<file path="src/hdl/stt_pkg.sv">
package stt_pkg;

  localparam int MaxResults = 16;
  localparam int ResCountW  = 5;

  localparam logic [2:0] ACT_TICK      = 3'd0;
  localparam logic [2:0] ACT_INSERT    = 3'd1;
  localparam logic [2:0] ACT_DEL_TYPE  = 3'd2;
  localparam logic [2:0] ACT_DEL_MODE  = 3'd3;
  localparam logic [2:0] ACT_DEL_EVENT = 3'd4;
  localparam logic [2:0] ACT_RST_COUNT = 3'd5;
  localparam logic [2:0] ACT_QUERY     = 3'd6;

  localparam logic [2:0] ST_OK       = 3'd0;
  localparam logic [2:0] ST_EXISTS   = 3'd1;
  localparam logic [2:0] ST_FULL     = 3'd2;
  localparam logic [2:0] ST_INVALID  = 3'd3;
  localparam logic [2:0] ST_NOTFOUND = 3'd4;

  localparam logic [1:0] MODE_ONCE     = 2'd0;
  localparam logic [1:0] MODE_PERIODIC = 2'd1;
  localparam logic [1:0] MODE_COND     = 2'd2;
  localparam logic [1:0] MODE_BAD      = 2'd3;

  typedef struct packed {
    logic [7:0]  evt;
    logic [1:0]  mode;
    logic [4:0]  typ;
    logic [3:0]  cls;
    logic [15:0] ival;
    logic [15:0] cnt;
  } entry_t;

endpackage

</file>
<file path="src/hdl/stt_ram.sv">
module stt_ram #(
  parameter int WIDTH = 8,
  parameter int DEPTH = 16
) (
  input  logic                     clk,
  input  logic                     we,
  input  logic [$clog2(DEPTH)-1:0] waddr,
  input  logic [WIDTH-1:0]         wdata,
  input  logic                     re,
  input  logic [$clog2(DEPTH)-1:0] raddr,
  output logic [WIDTH-1:0]         rdata
);

  logic [WIDTH-1:0] mem [DEPTH];

  always_ff @(posedge clk) begin
    if (we) begin
      mem[waddr] <= wdata;
    end
    if (re) begin
      rdata <= mem[raddr];
    end
  end

endmodule

</file>
<file path="src/hdl/software_timer_table.sv">
// A valid item walks the active entries and then takes its final step; an invalid
//   one goes straight to the final step; an output stall holds both back.
// One item at a time: a new one is taken the cycle after its final result is
//   loaded; the walk reads one entry per cycle while the output does not stall.
// Reset: control state and the timer count clear at once; the entry memory
//   is not cleared, as entries at or above the timer count are never read.
module software_timer_table #(
  parameter int NUM_TIMERS  = 16,
  parameter int NUM_TYPES   = 16,
  parameter int NUM_CLASSES = 8
) (
  input  logic        clk,
  input  logic        rst,
  input  logic        s_tvalid,
  output logic        s_tready,
  // event_id[7:0], timer_mode[9:8], type_class[14:10], tick_class[18:15],
  // interval[34:19], start_count[50:35], cond_mask[66:51], zero fill above
  input  logic [71:0] s_tdata,
  // action[2:0]
  input  logic [2:0]  s_tuser,
  output logic        m_tvalid,
  input  logic        m_tready,
  // status[2:0], exists[3], fired_valid[4], fired_event[12:5], zero fill above
  output logic [15:0] m_tdata,
  output logic        m_tlast
);
  import stt_pkg::*;

  localparam int AW = $clog2(NUM_TIMERS);
  localparam int CW = $clog2(NUM_TIMERS + 1);

  localparam logic [1:0] S_IDLE = 2'd0;
  localparam logic [1:0] S_WALK = 2'd1;
  localparam logic [1:0] S_FIN  = 2'd2;

  logic [1:0]  state;
  logic [CW-1:0] active_count;

  // command held for the walk
  logic [2:0]  act;
  logic [7:0]  ev;
  logic [1:0]  mode;
  logic [4:0]  typ;
  logic [3:0]  cls;
  logic [15:0] ival;
  logic [15:0] start;
  logic [15:0] mask;
  logic [2:0]  st;

  logic [CW-1:0] n;
  logic [CW-1:0] rd_idx;
  logic [CW-1:0] w_idx;
  logic [AW-1:0] proc_idx;
  logic          pend;
  logic          found;
  logic [ResCountW-1:0] k;
  logic          held_valid;
  logic [7:0]    held_event;

  logic          out_valid;
  logic [15:0]   out_data;
  logic          out_last;

  // memory port
  logic          ram_we;
  logic [AW-1:0] ram_waddr;
  entry_t        ram_wdata;
  logic          ram_re;
  logic [AW-1:0] ram_raddr;
  entry_t        ram_rdata;

  stt_ram #(.WIDTH($bits(entry_t)), .DEPTH(NUM_TIMERS)) u_ram (
    .clk   (clk),
    .we    (ram_we),
    .waddr (ram_waddr),
    .wdata (ram_wdata),
    .re    (ram_re),
    .raddr (ram_raddr),
    .rdata (ram_rdata)
  );

  // input fields
  logic [7:0]  in_ev;
  logic [1:0]  in_mode;
  logic [4:0]  in_typ;
  logic [3:0]  in_cls;
  logic [15:0] in_ival;
  logic [15:0] in_start;
  logic        in_bad;

  assign in_ev    = s_tdata[7:0];
  assign in_mode  = s_tdata[9:8];
  assign in_typ   = s_tdata[14:10];
  assign in_cls   = s_tdata[18:15];
  assign in_ival  = s_tdata[34:19];
  assign in_start = s_tdata[50:35];

  always_comb begin
    case (s_tuser)
      ACT_TICK:      in_bad = 32'(in_cls) >= NUM_CLASSES;
      ACT_INSERT:    in_bad = (32'(in_typ) >= NUM_TYPES) || (in_mode == MODE_BAD) ||
                              (in_ev == 8'd0) || (in_ival == 16'd0) ||
                              (in_start > in_ival) || (32'(in_cls) >= NUM_CLASSES);
      ACT_DEL_TYPE:  in_bad = 32'(in_typ) >= NUM_TYPES;
      ACT_DEL_MODE:  in_bad = in_mode == MODE_BAD;
      ACT_DEL_EVENT: in_bad = in_ev == 8'd0;
      ACT_RST_COUNT: in_bad = 1'b0;
      ACT_QUERY:     in_bad = 1'b0;
      default:       in_bad = 1'b1;
    endcase
  end

  assign s_tready = (state == S_IDLE);

  // hold the walk and the final step while a finished result waits on the output
  logic stall;
  logic out_load;
  logic [15:0] out_load_data;
  logic out_load_last;
  assign stall = out_valid && !m_tready;

  // per entry processing
  entry_t  e_new;
  logic    e_match;
  logic    e_expired;
  logic    e_remove;
  logic    e_hit;
  logic    e_fire;
  logic    compacting;
  logic [15:0] cnt_inc;
  logic    mbit;
  logic    walk_done;
  logic    walk_step;
  logic    fin_step;
  logic    ins_ok;
  logic [2:0] fin_status;

  assign compacting = (act == ACT_TICK) || (act == ACT_DEL_TYPE) ||
                      (act == ACT_DEL_MODE) || (act == ACT_DEL_EVENT);
  assign walk_done  = !pend && (rd_idx == n);
  assign walk_step  = (state == S_WALK) && !stall && !walk_done;
  assign fin_step   = (state == S_FIN) && !stall;

  always_comb begin
    e_new     = ram_rdata;
    cnt_inc   = (ram_rdata.cnt == 16'hFFFF) ? ram_rdata.cnt : ram_rdata.cnt + 16'd1;
    mbit      = 1'(mask >> proc_idx);
    e_match   = 1'b0;
    e_expired = 1'b0;
    e_remove  = 1'b0;
    e_hit     = (ram_rdata.evt == ev) && !found;
    case (act)
      ACT_TICK: begin
        e_match   = ram_rdata.cls == cls;
        e_expired = e_match && (cnt_inc >= ram_rdata.ival);
        e_remove  = e_expired && ((ram_rdata.mode == MODE_ONCE) ||
                                  ((ram_rdata.mode == MODE_COND) && mbit));
        if (e_match) begin
          e_new.cnt = e_expired ? 16'd0 : cnt_inc;
        end
      end
      ACT_DEL_TYPE:  e_remove = ram_rdata.typ == typ;
      ACT_DEL_MODE:  e_remove = ram_rdata.mode == mode;
      ACT_DEL_EVENT: e_remove = ram_rdata.evt == ev;
      ACT_RST_COUNT: e_new.cnt = 16'd0;
      default: ;
    endcase
    e_fire = walk_step && pend && e_expired && (k < ResCountW'(MaxResults));
  end

  assign ins_ok = (act == ACT_INSERT) && (st == ST_OK) && !found &&
                  (n < CW'(NUM_TIMERS));

  always_comb begin
    if (st != ST_OK) begin
      fin_status = st;
    end else begin
      case (act)
        ACT_INSERT:    fin_status = found ? ST_EXISTS :
                                    ((n >= CW'(NUM_TIMERS)) ? ST_FULL : ST_OK);
        ACT_RST_COUNT: fin_status = found ? ST_OK : ST_NOTFOUND;
        default:       fin_status = ST_OK;
      endcase
    end
  end

  // memory port steering: walk reads ahead, writes go back to already-read slots
  always_comb begin
    ram_re    = walk_step && (rd_idx < n);
    ram_raddr = rd_idx[AW-1:0];
    ram_we    = 1'b0;
    ram_waddr = w_idx[AW-1:0];
    ram_wdata = e_new;
    if (walk_step && pend) begin
      if (compacting) begin
        ram_we = !e_remove;
      end else if (act == ACT_RST_COUNT) begin
        ram_we    = e_hit;
        ram_waddr = proc_idx;
      end
    end
    if (fin_step && ins_ok) begin
      ram_we    = 1'b1;
      ram_waddr = n[AW-1:0];
      ram_wdata = '{evt: ev, mode: mode, typ: typ, cls: cls, ival: ival, cnt: start};
    end
  end

  // output loading: push the held fire when a newer one arrives, close at the end
  always_comb begin
    out_load      = 1'b0;
    out_load_data = '0;
    out_load_last = 1'b0;
    if (e_fire && held_valid) begin
      out_load      = 1'b1;
      out_load_data = {3'b0, held_event, 1'b1, 1'b0, ST_OK};
    end
    if (fin_step) begin
      out_load      = 1'b1;
      out_load_last = 1'b1;
      if (held_valid) begin
        out_load_data = {3'b0, held_event, 1'b1, 1'b0, ST_OK};
      end else begin
        out_load_data = {3'b0, 8'd0, 1'b0,
                         (act == ACT_QUERY) && (st == ST_OK) && found, fin_status};
      end
    end
  end

  always_ff @(posedge clk) begin
    if (rst) begin
      state        <= S_IDLE;
      active_count <= '0;
      out_valid    <= 1'b0;
      pend         <= 1'b0;
      held_valid   <= 1'b0;
    end else begin
      case (state)
        S_IDLE: begin
          if (s_tvalid) begin
            state      <= in_bad ? S_FIN : S_WALK;
            st         <= in_bad ? ST_INVALID : ST_OK;
            n          <= active_count;
            rd_idx     <= '0;
            w_idx      <= '0;
            pend       <= 1'b0;
            found      <= 1'b0;
            k          <= '0;
            held_valid <= 1'b0;
          end
        end
        S_WALK: begin
          if (!stall) begin
            if (walk_done) begin
              state <= S_FIN;
              if (compacting) begin
                active_count <= w_idx;
              end
            end else begin
              pend     <= ram_re;
              proc_idx <= rd_idx[AW-1:0];
              if (ram_re) begin
                rd_idx <= rd_idx + 1'b1;
              end
              if (pend) begin
                if (compacting && !e_remove) begin
                  w_idx <= w_idx + 1'b1;
                end
                if (e_hit) begin
                  found <= 1'b1;
                end
                if (e_fire) begin
                  held_valid <= 1'b1;
                  held_event <= ram_rdata.evt;
                  k          <= k + 1'b1;
                end
              end
            end
          end
        end
        S_FIN: begin
          if (!stall) begin
            state <= S_IDLE;
            if (ins_ok) begin
              active_count <= active_count + 1'b1;
            end
          end
        end
        default: state <= S_IDLE;
      endcase

      if (out_load) begin
        out_valid <= 1'b1;
      end else if (m_tready) begin
        out_valid <= 1'b0;
      end
    end
    if (s_tvalid && s_tready) begin
      act   <= s_tuser;
      ev    <= in_ev;
      mode  <= in_mode;
      typ   <= in_typ;
      cls   <= in_cls;
      ival  <= in_ival;
      start <= in_start;
      mask  <= s_tdata[66:51];
    end
    if (out_load) begin
      out_data <= out_load_data;
      out_last <= out_load_last;
    end
  end

  assign m_tvalid = out_valid;
  assign m_tdata  = out_data;
  assign m_tlast  = out_last;

endmodule

</file>
<file path="config.mk">
export PLATFORM = sky130hd
export DESIGN_NAME = software_timer_table
export DESIGN_NICKNAME = d
export VERILOG_FILES = /design/src/hdl/stt_pkg.sv /design/src/hdl/stt_ram.sv /design/src/hdl/software_timer_table.sv
export SDC_FILE = /design/constraint.sdc
export NUM_CORES = 1
export LEC_CHECK = 0
export BUFFER_PORTS_ARGS = -buffer_cell sky130_fd_sc_hd__buf_2
export CAP_MARGIN = 15
export CORE_MARGIN = 1.5
export CORE_UTILIZATION = 35
export DETAILED_ROUTE_END_ITERATION = 8
export PLACE_DENSITY = 0.58
export SYNTH_ARGS = -nofsm -noshare
export SYNTH_HDL_FRONTEND = slang
export SYNTH_SLANG_ARGS = --single-unit
</file>
<file path="constraint.sdc">
create_clock -name clk -period 9 [get_ports clk]
set_input_delay 1.8 -clock clk [delete_from_list [all_inputs] [get_ports clk]]
set_output_delay 1.8 -clock clk [all_outputs]
set_load 0.01 [all_outputs]
</file>
# --- After elaboration in Yosys (flattened, before gate mapping) ---
# Memories as Yosys holds them, arrays and structs flattened. A register that Yosys moved wholly into a read port is not among the register bits.
# Index checks and enable logic that the tools add are counted.
totals:
  mem_bits_rw: 816
  elab_cells: 208
  regBits: 133
  out_inout_bits: 19
  n_memories: 1
mem_list:
  columns: ["name", "words", "word_bits", "read_ports", "rd_ports_with_merged_regs", "write_ports", "line", "text"]
  rows:
  - ["u_ram.mem", 16, 51, 1, 1, 1, "stt_ram.sv:14", "logic [WIDTH-1:0] mem [DEPTH];"]
classes:
  shifts: 1
  eq_ne: 34
  muxes: 73
  addsub: 5
  magnitude_cmp: 8
  n_reduce_logical: 60
  bitwise: 3
op_table:
  columns: ["op", "count"]
  rows:
  - ["$mux W5", 17]
  - ["$mux W16", 4]
  - ["$mux W51", 1]
  - ["$pmux W5 S2", 4]
  - ["$pmux W16 S2", 1]
  - ["$mux W13", 2]
  - ["$reduce_and A6 Y1", 4]
  - ["$mux W1", 23]
  - ["$logic_and A1 B1 Y1", 22]
  - ["$ne A2 B2 Y1 const B", 11]
  - ["$reduce_and A7 Y1", 3]
  - ["$add A5 B1 Y5 const B", 4]
  - ["$eq A3 B3 Y1 const B", 6]
  - ["$add A16 B1 Y16 const B", 1]
  - ["$eq A16 B16 Y1 const B", 1]
  - ["$ge A16 B16 Y1", 1]
  - ["$gt A16 B16 Y1", 1]
  - ["$logic_not A16 Y1", 1]
  - ["$mux W2", 8]
  - ["$mux W4", 4]
  - ["$shr A16 B4 Y1", 1]
  - ["$eq A3 B2 Y1 const B", 4]
  - ["$reduce_and A4 Y1", 3]
  - ["$eq A5 B5 Y1", 2]
  - ["other kinds (27)", 55]

# --- Longest topological paths before layout ---
# Gate-level depths: netlist (run 1).
depth:
  depth_word: 13
  mapped_depth: 14

# --- Cells and area by module ---
# From an unflattened synthesis (run 1), not the netlist that was laid out.
unflattened:
  hier_cells: 2063
  hier_area_um2: 39574.2
modules_own_cells:
  columns: ["module", "area_each_um2", "cells_per_inst", "n_inst"]
  rows:
  - ["stt_ram", 32125.8, 1320, 1]
  - ["software_timer_table", 7448.4, 743, 1]

# --- Worst setup path after synthesis (run 1) ---
# No wires, ideal clock.
synth_timing:
  path_type: "input to register"
  startpoint: "in m_tready"
  endpoint: "mem u_ram.mem[2][0] (netlist name), enable pin"
  t_arrival_ns: 6.729
  stages: 7
  setup_time_ns: 0.523
  required_time_ns: 8.477
  path_buffers: 1
  path_slack_ns: 1.748
  path_cell_list: "nand2b_1 > buf_2 > nand3_1 > nor2_2 > mux2_2 > o31a_1 > nor3_1"
synth_via:
  elab_chain_cells: 10
  elab_cells_between_ends: 14
  cone_classes: "mux (6); reduce/logical (8)"
synth_lines:
  columns: ["item", "line", "text"]
  rows:
  - ["from (decl)", "software_timer_table.sv:22", "input logic m_tready,"]
  - ["$logic_not A1 Y1 (*)", "software_timer_table.sv:120", "assign stall = out_valid && !m_tready;"]
  - ["$logic_and A1 B1 Y1 (*)", "software_timer_table.sv:120", null]
  - ["$logic_not A1 Y1 (*)", null, null]
  - ["$logic_and A1 B1 Y1 (2 in a row)", "software_timer_table.sv:141", "assign walk_step = (state == S_WALK) && !stall && !walk_done;"]
  - ["$logic_and A1 B1 Y1", "software_timer_table.sv:194", "if (walk_step && pend) begin"]
  - ["$mux W1", "software_timer_table.sv:194", null]
  - ["$mux W1", "software_timer_table.sv:202", "if (fin_step && ins_ok) begin"]
  - ["$mux W1", "stt_ram.sv:17", "if (we) begin"]
  - ["$mux W1 (implied by the code)", "stt_ram.sv:18", "mem[waddr] <= wdata;"]
  - ["to (decl)", "stt_ram.sv:14", null]
# Mark *: on every way between the ends. The rest lies on a longest branch, timed or not.

# --- Worst setup path after layout (run 1) ---
layout_timing:
  startpoint: "reg u_ram.rdata[0], read port of u_ram.mem"
  endpoint: "mem u_ram.mem[8][27] (netlist name), enable pin"
layout_via:
  elab_chain_cells: 12
  elab_cells_between_ends: 13
  cone_classes: "add/sub (1); order compare (1); eq/ne (1); mux (7); reduce/logical (3)"
layout_lines:
  columns: ["item", "line", "text"]
  rows:
  - ["from (decl)", "stt_ram.sv:11", "output logic [WIDTH-1:0] rdata"]
  - ["$add A16 B1 Y16 or $eq A16 B16 Y1 (tied branches)", "software_timer_table.sv:146", "cnt_inc = (ram_rdata.cnt == 16'hFFFF) ? ram_rdata.cnt : ram_rdata.cnt + 16'd1;"]
  - ["$mux W16 (*)", "software_timer_table.sv:146", null]
  - ["$ge A16 B16 Y1 (*)", "software_timer_table.sv:155", "e_expired = e_match && (cnt_inc >= ram_rdata.ival);"]
  - ["$logic_and A1 B1 Y1 (*)", "software_timer_table.sv:155", null]
  - ["$logic_and A1 B1 Y1 (*)", "software_timer_table.sv:156", "e_remove = e_expired && ((ram_rdata.mode == MODE_ONCE) ||"]
  - ["$pmux W1 S4 (*)", "software_timer_table.sv:152", "case (act)"]
  - ["$logic_not A1 Y1 (*)", "software_timer_table.sv:196", "ram_we = !e_remove;"]
  - ["$mux W1 (*)", "software_timer_table.sv:195", "if (compacting) begin"]
  - ["$mux W1 (*)", "software_timer_table.sv:194", null]
  - ["$mux W1 (*)", "software_timer_table.sv:202", null]
  - ["$mux W1 (*)", "stt_ram.sv:17", null]
  - ["$mux W1 (implied by the code) (*)", "stt_ram.sv:18", null]
# Marks and branches as above.

==> results of run 1 <==
flip-flops by register name (all words and copies together) (netlist names), 2 cells and up:
name	count
act	3
ival	16
w_idx	5
mask	16
k	5
cls	4
typ	5
start	16
mode	2
u_ram.mem	816
proc_idx	4
ev	8
rd_idx	5
active_count	5
u_ram.rdata	51
held_event	8
m_tdata	13
n	5
state	2
kinds of logic (layout without fill, tap and decap cells):
family                   count (synthesis)  after routing  synth area share
flip-flops                             995            995             0.753
AND/OR/NAND/NOR                        313            313            0.0380
multiplexers                           272            272             0.151
AO/OA/AOI/OAI                          136            136            0.0224
buffers and inverters                  133            391            0.0133
adder cells (fa/ha/maj)                 42             42            0.0133
XOR/XNOR                                38             38           0.00842
other                                    1              5         0.0000949
cell type report:
type                            count  area (sq um)  share of cell area
Inverter                           47           178             0.00392
Antenna cell                        2          5.00            0.000110
Timing Repair Buffer              162           996              0.0220
Multi-Input combinational cell    804          9320               0.205
Tap cell                         1500          1880              0.0414
Clock inverter                     63           591              0.0130
Sequential cell                   995         29800               0.657
Clock buffer                      119          2590              0.0572
worst reg2reg max path: stages, from the launching register on:
cell	delay, ns
sky130_fd_sc_hd__edfxtp_1	0.49
sky130_fd_sc_hd__ha_1	0.29
sky130_fd_sc_hd__and3_1	0.26
sky130_fd_sc_hd__and4_1	0.33
sky130_fd_sc_hd__nand2_1	0.20
sky130_fd_sc_hd__xnor2_1	0.23
sky130_fd_sc_hd__ha_1	0.25
sky130_fd_sc_hd__nand2b_1	0.14
sky130_fd_sc_hd__a2111oi_0	0.59
sky130_fd_sc_hd__o311ai_2	0.16
sky130_fd_sc_hd__a21oi_2	0.14
sky130_fd_sc_hd__buf_4	0.22
sky130_fd_sc_hd__o32ai_2	0.12
sky130_fd_sc_hd__buf_4	0.26
sky130_fd_sc_hd__nor3_2	0.21
sky130_fd_sc_hd__buf_4	0.43
sky130_fd_sc_hd__buf_4	0.66
report_power, final:
group / leakage [nW] / switching, mW / internal [mW]
clock: 1.56 / 1.73 / 2.34
sequential: 9.00 / 0.0441 / 5.21
combinational: 3.90 / 0.393 / 0.278
metrics by stage:
stage	util	instance area [sq um]	hold WS (ns)	total power, mW	cells
floorplan	-	39500	0.424	5.79	1932
global placement	0.375	42100	0.450	6.01	3500
detailed placement	0.375	42100	0.462	6.03	3505
CTS	0.404	45300	0.476	10.1	3687
global route	0.404	45300	0.487	10.3	3690
finish	0.404	45300	0.484	10.0	3692
routing by layer:
layer	up-vias	GRT usage	part of all wire	wire, um
li1	8345	-	-	-
met1	10500	0.224	0.42	39800
met2	612	0.273	0.50	47300
met3	100	0.0317	0.066	6280
met4	4	0.0396	0.015	1470
met5	-	0	0.00028	27
cell usage in the layout (no fill, tap or decap), types with 5 or more instances in the layout:
master                      synthesis  layout
sky130_fd_sc_hd__nor4_1            12      12
sky130_fd_sc_hd__a31oi_1           15      15
sky130_fd_sc_hd__and2_1             9       9
sky130_fd_sc_hd__a221oi_1           9       9
sky130_fd_sc_hd__nor3_2             0      16
sky130_fd_sc_hd__clkinv_2           0      19
sky130_fd_sc_hd__nor2b_1            8       8
sky130_fd_sc_hd__a21oi_1           27      27
sky130_fd_sc_hd__buf_2             12      93
sky130_fd_sc_hd__o21ai_0           39      37
sky130_fd_sc_hd__and4_1             7       7
sky130_fd_sc_hd__nor2_1            49      48
sky130_fd_sc_hd__nor3_1            32      16
sky130_fd_sc_hd__a211oi_1           5       5
sky130_fd_sc_hd__inv_1             46      44
sky130_fd_sc_hd__mux2i_1            6       6
sky130_fd_sc_hd__nand2_1          121     121
sky130_fd_sc_hd__mux4_2           259     259
sky130_fd_sc_hd__a21o_1             5       5
sky130_fd_sc_hd__bufinv_16          0      10
sky130_fd_sc_hd__clkbuf_16          0     101
sky130_fd_sc_hd__buf_4              3      67
sky130_fd_sc_hd__nand4_1           13      13
sky130_fd_sc_hd__xnor2_1           20      20
sky130_fd_sc_hd__clkinv_1           1      27
sky130_fd_sc_hd__dfxtp_1           10      10
sky130_fd_sc_hd__mux2_2             7       7
sky130_fd_sc_hd__nand3_1           20      20
sky130_fd_sc_hd__and3_1            19      19
sky130_fd_sc_hd__nand2b_1           7       7
sky130_fd_sc_hd__clkbuf_1          50      18
sky130_fd_sc_hd__o21a_1             5       5
sky130_fd_sc_hd__xor2_1            18      18
sky130_fd_sc_hd__edfxtp_1         985     985
sky130_fd_sc_hd__ha_1              42      42
cells in the mapped netlist, types with 3 or more instances:
library cell                 n
sky130_fd_sc_hd__or3_1       3
sky130_fd_sc_hd__mux2i_1     6
sky130_fd_sc_hd__buf_1      20
sky130_fd_sc_hd__o21ai_0    39
sky130_fd_sc_hd__o31a_1      4
sky130_fd_sc_hd__and2_1      9
sky130_fd_sc_hd__mux4_2    259
sky130_fd_sc_hd__nor3_1     32
sky130_fd_sc_hd__nand4b_1    3
sky130_fd_sc_hd__a32oi_1     4
sky130_fd_sc_hd__xnor2_1    20
sky130_fd_sc_hd__a31oi_1    15
sky130_fd_sc_hd__o31ai_1     4
sky130_fd_sc_hd__nor4_1     12
sky130_fd_sc_hd__and4_1      7
sky130_fd_sc_hd__xor2_1     18
sky130_fd_sc_hd__a211oi_1    5
sky130_fd_sc_hd__inv_1      46
sky130_fd_sc_hd__nor2_1     49
sky130_fd_sc_hd__nand2b_1    7
sky130_fd_sc_hd__or4_1       3
sky130_fd_sc_hd__nand4_1    13
sky130_fd_sc_hd__nor2b_1     8
sky130_fd_sc_hd__a21o_1      5
sky130_fd_sc_hd__dfxtp_1    10
sky130_fd_sc_hd__buf_2      12
sky130_fd_sc_hd__o21a_1      5
sky130_fd_sc_hd__buf_4       3
sky130_fd_sc_hd__ha_1       42
sky130_fd_sc_hd__nand3_1    20
sky130_fd_sc_hd__clkbuf_1   50
sky130_fd_sc_hd__a221oi_1    9
sky130_fd_sc_hd__mux2_2      7
sky130_fd_sc_hd__o211ai_1    3
sky130_fd_sc_hd__edfxtp_1  985
sky130_fd_sc_hd__nand2_1   121
sky130_fd_sc_hd__and3_1     19
sky130_fd_sc_hd__nor3b_1     3
sky130_fd_sc_hd__a21oi_1    27
final timing paths:
path | depth (start not counted) | slack, ns | startpoint | endpoint
setup / recovery | 16 | 3.60 | u_ram.rdata[0] | u_ram.mem[8][27]
hold / removal | 0 | 0.48 | active_count[4] | n[4]
setup reg to reg | 16 | 3.60 | u_ram.rdata[0] | u_ram.mem[8][27]
hold reg to reg | 0 | 0.48 | active_count[4] | n[4]
==> metrics.log, run 1 <==
[metrics] number of instances resized during post-cts repair: 0
[metrics] Layout area overhead: 14.7%
[metrics] overall routed net length: 94800 um
[metrics] Worst Path Required: 9.28 ns
[metrics] initial antenna violation count: 4
[metrics] number of nets in the finished design: approximately 2200
[metrics] count of port buffers added during placement: 89
[metrics] min setup slack post-route: 3.60 ns
[metrics] final routed wire length divided by cell count: 25.7 um
[metrics] element type at the critical path start: register
[metrics] leftover overflow at the end of global routing: 0
[metrics] setup repair after global routing missed its margin: no
[metrics] RD Place Congestion: 0.851
[metrics] fraction of layout cells with a size suffix above 1: 0.270
[metrics] first-iteration detailed-routing DRC count: roughly 2100
[metrics] cell repeated most along the worst path: sky130_fd_sc_hd__buf_4
[metrics] Die Height: 339 um
[metrics] number of rows in the core area: 123
[metrics] fraction of synthesis flops using an asynchronous set or reset pin: 0
[metrics] CP top delay family: buffers and inverters
[metrics] Fin Setup TNS: 0 ns
[metrics] antenna-violating nets left: 0
[metrics] crit path capture type: register
[metrics] post-placement worst setup slack: between 3 and 4 ns
[metrics] #FFs+latches synth: 995
[metrics] wire length of the first global-routing pass: 139000 um
[metrics] clock net sink count: slightly below 1000
[metrics] core area: 112000 sq um
[metrics] clock tree from TritonCTS: yes
[metrics] largest fanout of any net on the critical path: 32
[metrics] Top FF cell, synth: sky130_fd_sc_hd__edfxtp_1
[metrics] largest stage delay on the critical path: between 0.6 and 0.7 ns
[metrics] number of placed I/O pins: ~100
[metrics] combined area of all synthesized cells: 39500 sq um
[metrics] crit path buf inv count: 4
[metrics] largest net degree at the start of global routing: 99
[metrics] Setup Fix Bufs, Post-CTS: 0
[metrics] slew of the pin with the lowest slew margin: approximately 1.1 ns
[metrics] critical-path cell list: ha_1 -> and3_1 -> and4_1 -> nand2_1 -> xnor2_1 -> ha_1 -> nand2b_1 -> a2111oi_0 -> o311ai_2 -> a21oi_2 -> buf_4 -> o32ai_2 -> buf_4 -> nor3_2 -> buf_4 -> buf_4
[metrics] number of remaining DRC errors: 0
[metrics] max_cap viols: 0
[metrics] areal power density over the cells: 221 nW/um^2
[metrics] share of the synthesized area in the top cell type: 0.748
[metrics] achievable clock frequency: 185 MHz
[metrics] Critical Path Slowest Stage Cell: sky130_fd_sc_hd__buf_4
[metrics] clock-pin transition on the worst setup and hold timing paths: approximately 0.060 ns
[metrics] final-report setup violation count: 0
[metrics] worst hold-check path type: reg -> reg
[metrics] Avg Cell Area, Syn: 20.5 sq um
[metrics] clock period minus worst slack: ~5.4 ns
[metrics] Via density: 5.29
[metrics] run status: finished clean
[metrics] number of hold-repair buffers added at the cts stage: 0
[metrics] GRT Overall Usage: 0.165
[metrics] post-route clock skew: between 0.03 and 0.04 ns
[metrics] H-tree depth: 3
[metrics] critical setup path kind: reg -> reg
[metrics] die width: 339 um
[metrics] cell count after synthesis: 1930
[metrics] cell types occupying the most area after synthesis: sky130_fd_sc_hd__edfxtp_1 75%, sky130_fd_sc_hd__mux4_2 15%, sky130_fd_sc_hd__ha_1 1.3%
[metrics] leakage power summed over all cells: 14.5 nW
[metrics] cell accounting for the most synthesized area: sky130_fd_sc_hd__edfxtp_1
[metrics] arrival time of the worst setup path: 5.68 ns
[metrics] count of final max-slew check failures: 0
[metrics] Die ar.: ~110000 sq um
[metrics] maximum number of buffers from clock root to sink: 3
[metrics] fillcell total: 9801
[metrics] YS warnings: 0
[metrics] cts bufs inserted: 100
[metrics] count of final hold-check violations: 0
[metrics] clk_lat worst skew: 0.68 ns
[metrics] unique cell type count in the Yosys netlist: 57
[metrics] number of global-route vias before repair: 20200
[metrics] worst rel slew slack: 0.294
[metrics] EDFF count, synth: 985
[metrics] master cell of the clock root buffer: sky130_fd_sc_hd__clkbuf_16
[metrics] final clock period utilization by the worst path: 0.600
[metrics] total vias in the final route: roughly 20000
[metrics] post-detailed-placement half-perimeter wirelength: roughly 53000 um
[metrics] starting density of the core: 0.352
[metrics] sequential share of the synthesized area: 0.753
[metrics] TritonRoute pass-1 iters: 5
[metrics] worst IR drop on VDD: 170 uV
(Power assumes the default switching activity.)
==> inputs of run 2 (changes only) <==
==> constraint.sdc (replaced) <==
create_clock -name clk -period 5.36 [get_ports clk]
set_input_delay 1.072 -clock clk [delete_from_list [all_inputs] [get_ports clk]]
set_output_delay 1.072 -clock clk [all_outputs]
set_load 0.01 [all_outputs]
==> run 2 against run 1 <==
  * Flip-flop and latch count is the same
  * Combinational power is 73% higher
  * Core utilization is 0.41 points higher
  * Die area stayed put
  * Clock skew fell by 0.0044 ns
  * Critical endpoint is now u_ram.mem[8][8]
  * Highest routed layer is now met4
==> metrics.log, run 2 (synthesis results as in run 1) <==
[metrics] antenna-violating nets left: 0 (unchanged)
[metrics] uppermost signal routing layer after detailed routing: met4 (was met5)
[metrics] worst IR drop on VDD: 258 uV (was 170 uV)
[metrics] initial antenna violation count: 2 (was 4)
[metrics] leading registers by flop count: u_ram.mem: 816 flops, u_ram.rdata: 51 flops (unchanged)
[metrics] top library cells by usage in the layout, fill and taps aside: 985 x sky130_fd_sc_hd__edfxtp_1, 259 x sky130_fd_sc_hd__mux4_2, 121 x sky130_fd_sc_hd__nand2_1 (unchanged)
[metrics] arrival time of the worst setup path: 5.25 ns (was 5.68 ns)
[metrics] final-report setup violation count: 0 (unchanged)
[metrics] critical setup path kind: reg -> reg (unchanged)
[metrics] wire length of the first global-routing pass: 138000 um (was 139000 um)
[metrics] crit path capture type: register (unchanged)
[metrics] routed length on met3: 5910 um (was 6280 um)
[metrics] Met2 Wirelength: 45400 um (was 47300 um)
[metrics] element type at the critical path start: register (unchanged)
[metrics] worst slack on hold paths: 0.477 ns (was 0.484 ns)
[metrics] count of final hold-check violations: 0 (unchanged)
[metrics] wire length on met1: 40400 um (was 39800 um)
[metrics] count of port buffers added during placement: 89 (unchanged)
[metrics] number of instances resized during post-cts repair: 0 (unchanged)
[metrics] achievable clock frequency: 205 MHz (was 185 MHz)
[metrics] post-detailed-placement half-perimeter wirelength: 53200 um (was 53400 um)
[metrics] number of nets in the finished design: 2235 (was 2231)
[metrics] RD Place Congestion: 0.841 (was 0.851)
[metrics] final clock period utilization by the worst path: 0.909 (was 0.600)
[metrics] number of global-route vias before repair: 20200 (about the same)
[metrics] non-filler instance count after layout: 3704 (was 3692)
[metrics] clock-pin transition on the worst setup and hold timing paths: 0.06 ns (about the same)
[metrics] worst rel slew slack: 0.166 (was 0.294)
[metrics] number of hold-repair buffers added at the cts stage: 0 (unchanged)
[metrics] fillcell total: 9758 (was 9801)
[metrics] worst hold-check path type: reg -> reg (unchanged)
[metrics] slew of the pin with the lowest slew margin: 1.25 ns (was 1.06 ns)
[metrics] Layout area overhead: 15.8% (was 14.7%)
[metrics] core area: 112000 sq um (unchanged)
[metrics] final routed wire length divided by cell count: 25.4 um (was 25.7 um)
[metrics] starting density of the core: 0.352 (unchanged)
[metrics] total vias in the final route: 19500 (unchanged)
[metrics] Inst Count DP: 3507 (was 3505)
[metrics] largest fanout of any net on the critical path: 17 (was 32)
[metrics] Die ar.: 115000 sq um (unchanged)
[metrics] maximum number of buffers from clock root to sink: 3 (unchanged)
[metrics] number of remaining DRC errors: 0 (unchanged)
[metrics] max FFs per register: 816 (unchanged)
[metrics] fraction of layout cells with a size suffix above 1: 0.270 (about the same)
[metrics] Worst Path Required: 5.73 ns (was 9.28 ns)
[metrics] leftover overflow at the end of global routing: 0 (unchanged)
[metrics] master cell of the clock root buffer: sky130_fd_sc_hd__clkbuf_16 (unchanged)
[metrics] setup repair after global routing missed its margin: no (unchanged)
[metrics] first-iteration detailed-routing DRC count: 1788 (was 2059)
[metrics] TritonRoute pass-1 iters: 7 (was 5)
[metrics] count of final max-slew check failures: 0 (unchanged)
[metrics] clock net sink count: 995 (unchanged)
[metrics] die width: 339 um (unchanged)
[metrics] largest register by flop count: u_ram.mem (unchanged)
[metrics] post-route total power: 16.8 mW (was 10.0 mW)
[metrics] H-tree depth: 3 (unchanged)
[metrics] clk_lat worst skew: 0.68 ns (about the same)
[metrics] number of rows in the core area: 123 (unchanged)
[metrics] overall routed net length: 94100 um (was 94800 um)
[metrics] most common library cell in the layout ignoring fill and taps: sky130_fd_sc_hd__edfxtp_1 (unchanged)
[metrics] GRT Overall Usage: 0.163 (was 0.165)
[metrics] number of placed I/O pins: 98 (unchanged)
[metrics] cts bufs inserted: 103 (was 100)
[metrics] clock period minus worst slack: 4.87 ns (was 5.40 ns)
[metrics] Via density: 5.27 (was 5.29)
[metrics] leakage power summed over all cells: 14.7 nW (was 14.5 nW)
[metrics] largest net degree at the start of global routing: 156 (was 99)
[metrics] areal power density over the cells: 367 nW/um^2 (was 221 nW/um^2)
[metrics] max_cap viols: 0 (unchanged)
[metrics] Die Height: 339 um (unchanged)
[metrics] clock tree from TritonCTS: yes (unchanged)
[metrics] post-route clock skew: 0.0345 ns (was 0.0388 ns)
[metrics] Setup Fix Bufs, Post-CTS: 0 (unchanged)
[metrics] run status: finished clean (unchanged)
-- run 2: cell type report --
| type | count | area [sq um] | area share |
|---|---|---|---|
| Multi-Input combinational cell | 804 | 9430 | 0.206 |
| Sequential cell | 995 | 29800 | 0.650 |
| Clock inverter | 65 | 538 | 0.0117 |
| Tap cell | 1500 | 1880 | 0.0410 |
| Inverter | 47 | 178 | 0.00388 |
| Antenna cell | 3 | 7.51 | 0.000164 |
| Timing Repair Buffer | 163 | 1300 | 0.0283 |
| Clock buffer | 127 | 2690 | 0.0587 |
-- run 2: worst max-delay path: stages, from the launching register on --
cell	delay (ns)
sky130_fd_sc_hd__edfxtp_1	0.49
sky130_fd_sc_hd__ha_1	0.27
sky130_fd_sc_hd__and3_1	0.24
sky130_fd_sc_hd__and4_1	0.31
sky130_fd_sc_hd__and3_1	0.18
sky130_fd_sc_hd__mux2_2	0.36
sky130_fd_sc_hd__ha_1	0.28
sky130_fd_sc_hd__and4_1	0.28
sky130_fd_sc_hd__nand4_1	0.15
sky130_fd_sc_hd__o311ai_2	0.35
sky130_fd_sc_hd__a21oi_2	0.13
sky130_fd_sc_hd__o32ai_4	0.69
sky130_fd_sc_hd__buf_4	0.41
sky130_fd_sc_hd__nor3_4	0.10
sky130_fd_sc_hd__buf_4	0.29
-- run 2: through the flow --
stage	cell area, sq um	worst slack (ns)	TNS [ns]	util
after global routing	45800	0.323	0	0.408
after detailed placement	42500	0.576	0	0.379
after CTS	45800	0.519	0	0.408
final	45800	0.487	0	0.408
after floorplan	39600	-0.330	-195.47	-
after global placement	42500	0.549	0	0.379
-- run 2: routing by layer --
layer,GRT usage,vias up
met4,0.0479,0
met2,0.264,610
met3,0.0314,128
met5,0,-
li1,-,8377
met1,0.225,10400
-- run 2: where the power goes --
group	switching (mW)	total (mW)	internal, mW	leakage, nW
clock network	2.93	6.84	3.90	1.58
logic	0.672	1.16	0.484	4.14
registers	0.0800	8.83	8.75	9.00
-- run 2: final timing paths --
path,from,end,cells past startpoint,slack [ns]
hold reg to reg,active_count[4],n[4],0,0.48
setup reg to reg,u_ram.rdata[0],u_ram.mem[8][8],14,0.49
setup / recovery,u_ram.rdata[0],u_ram.mem[8][8],14,0.49
hold / removal,active_count[4],n[4],0,0.48
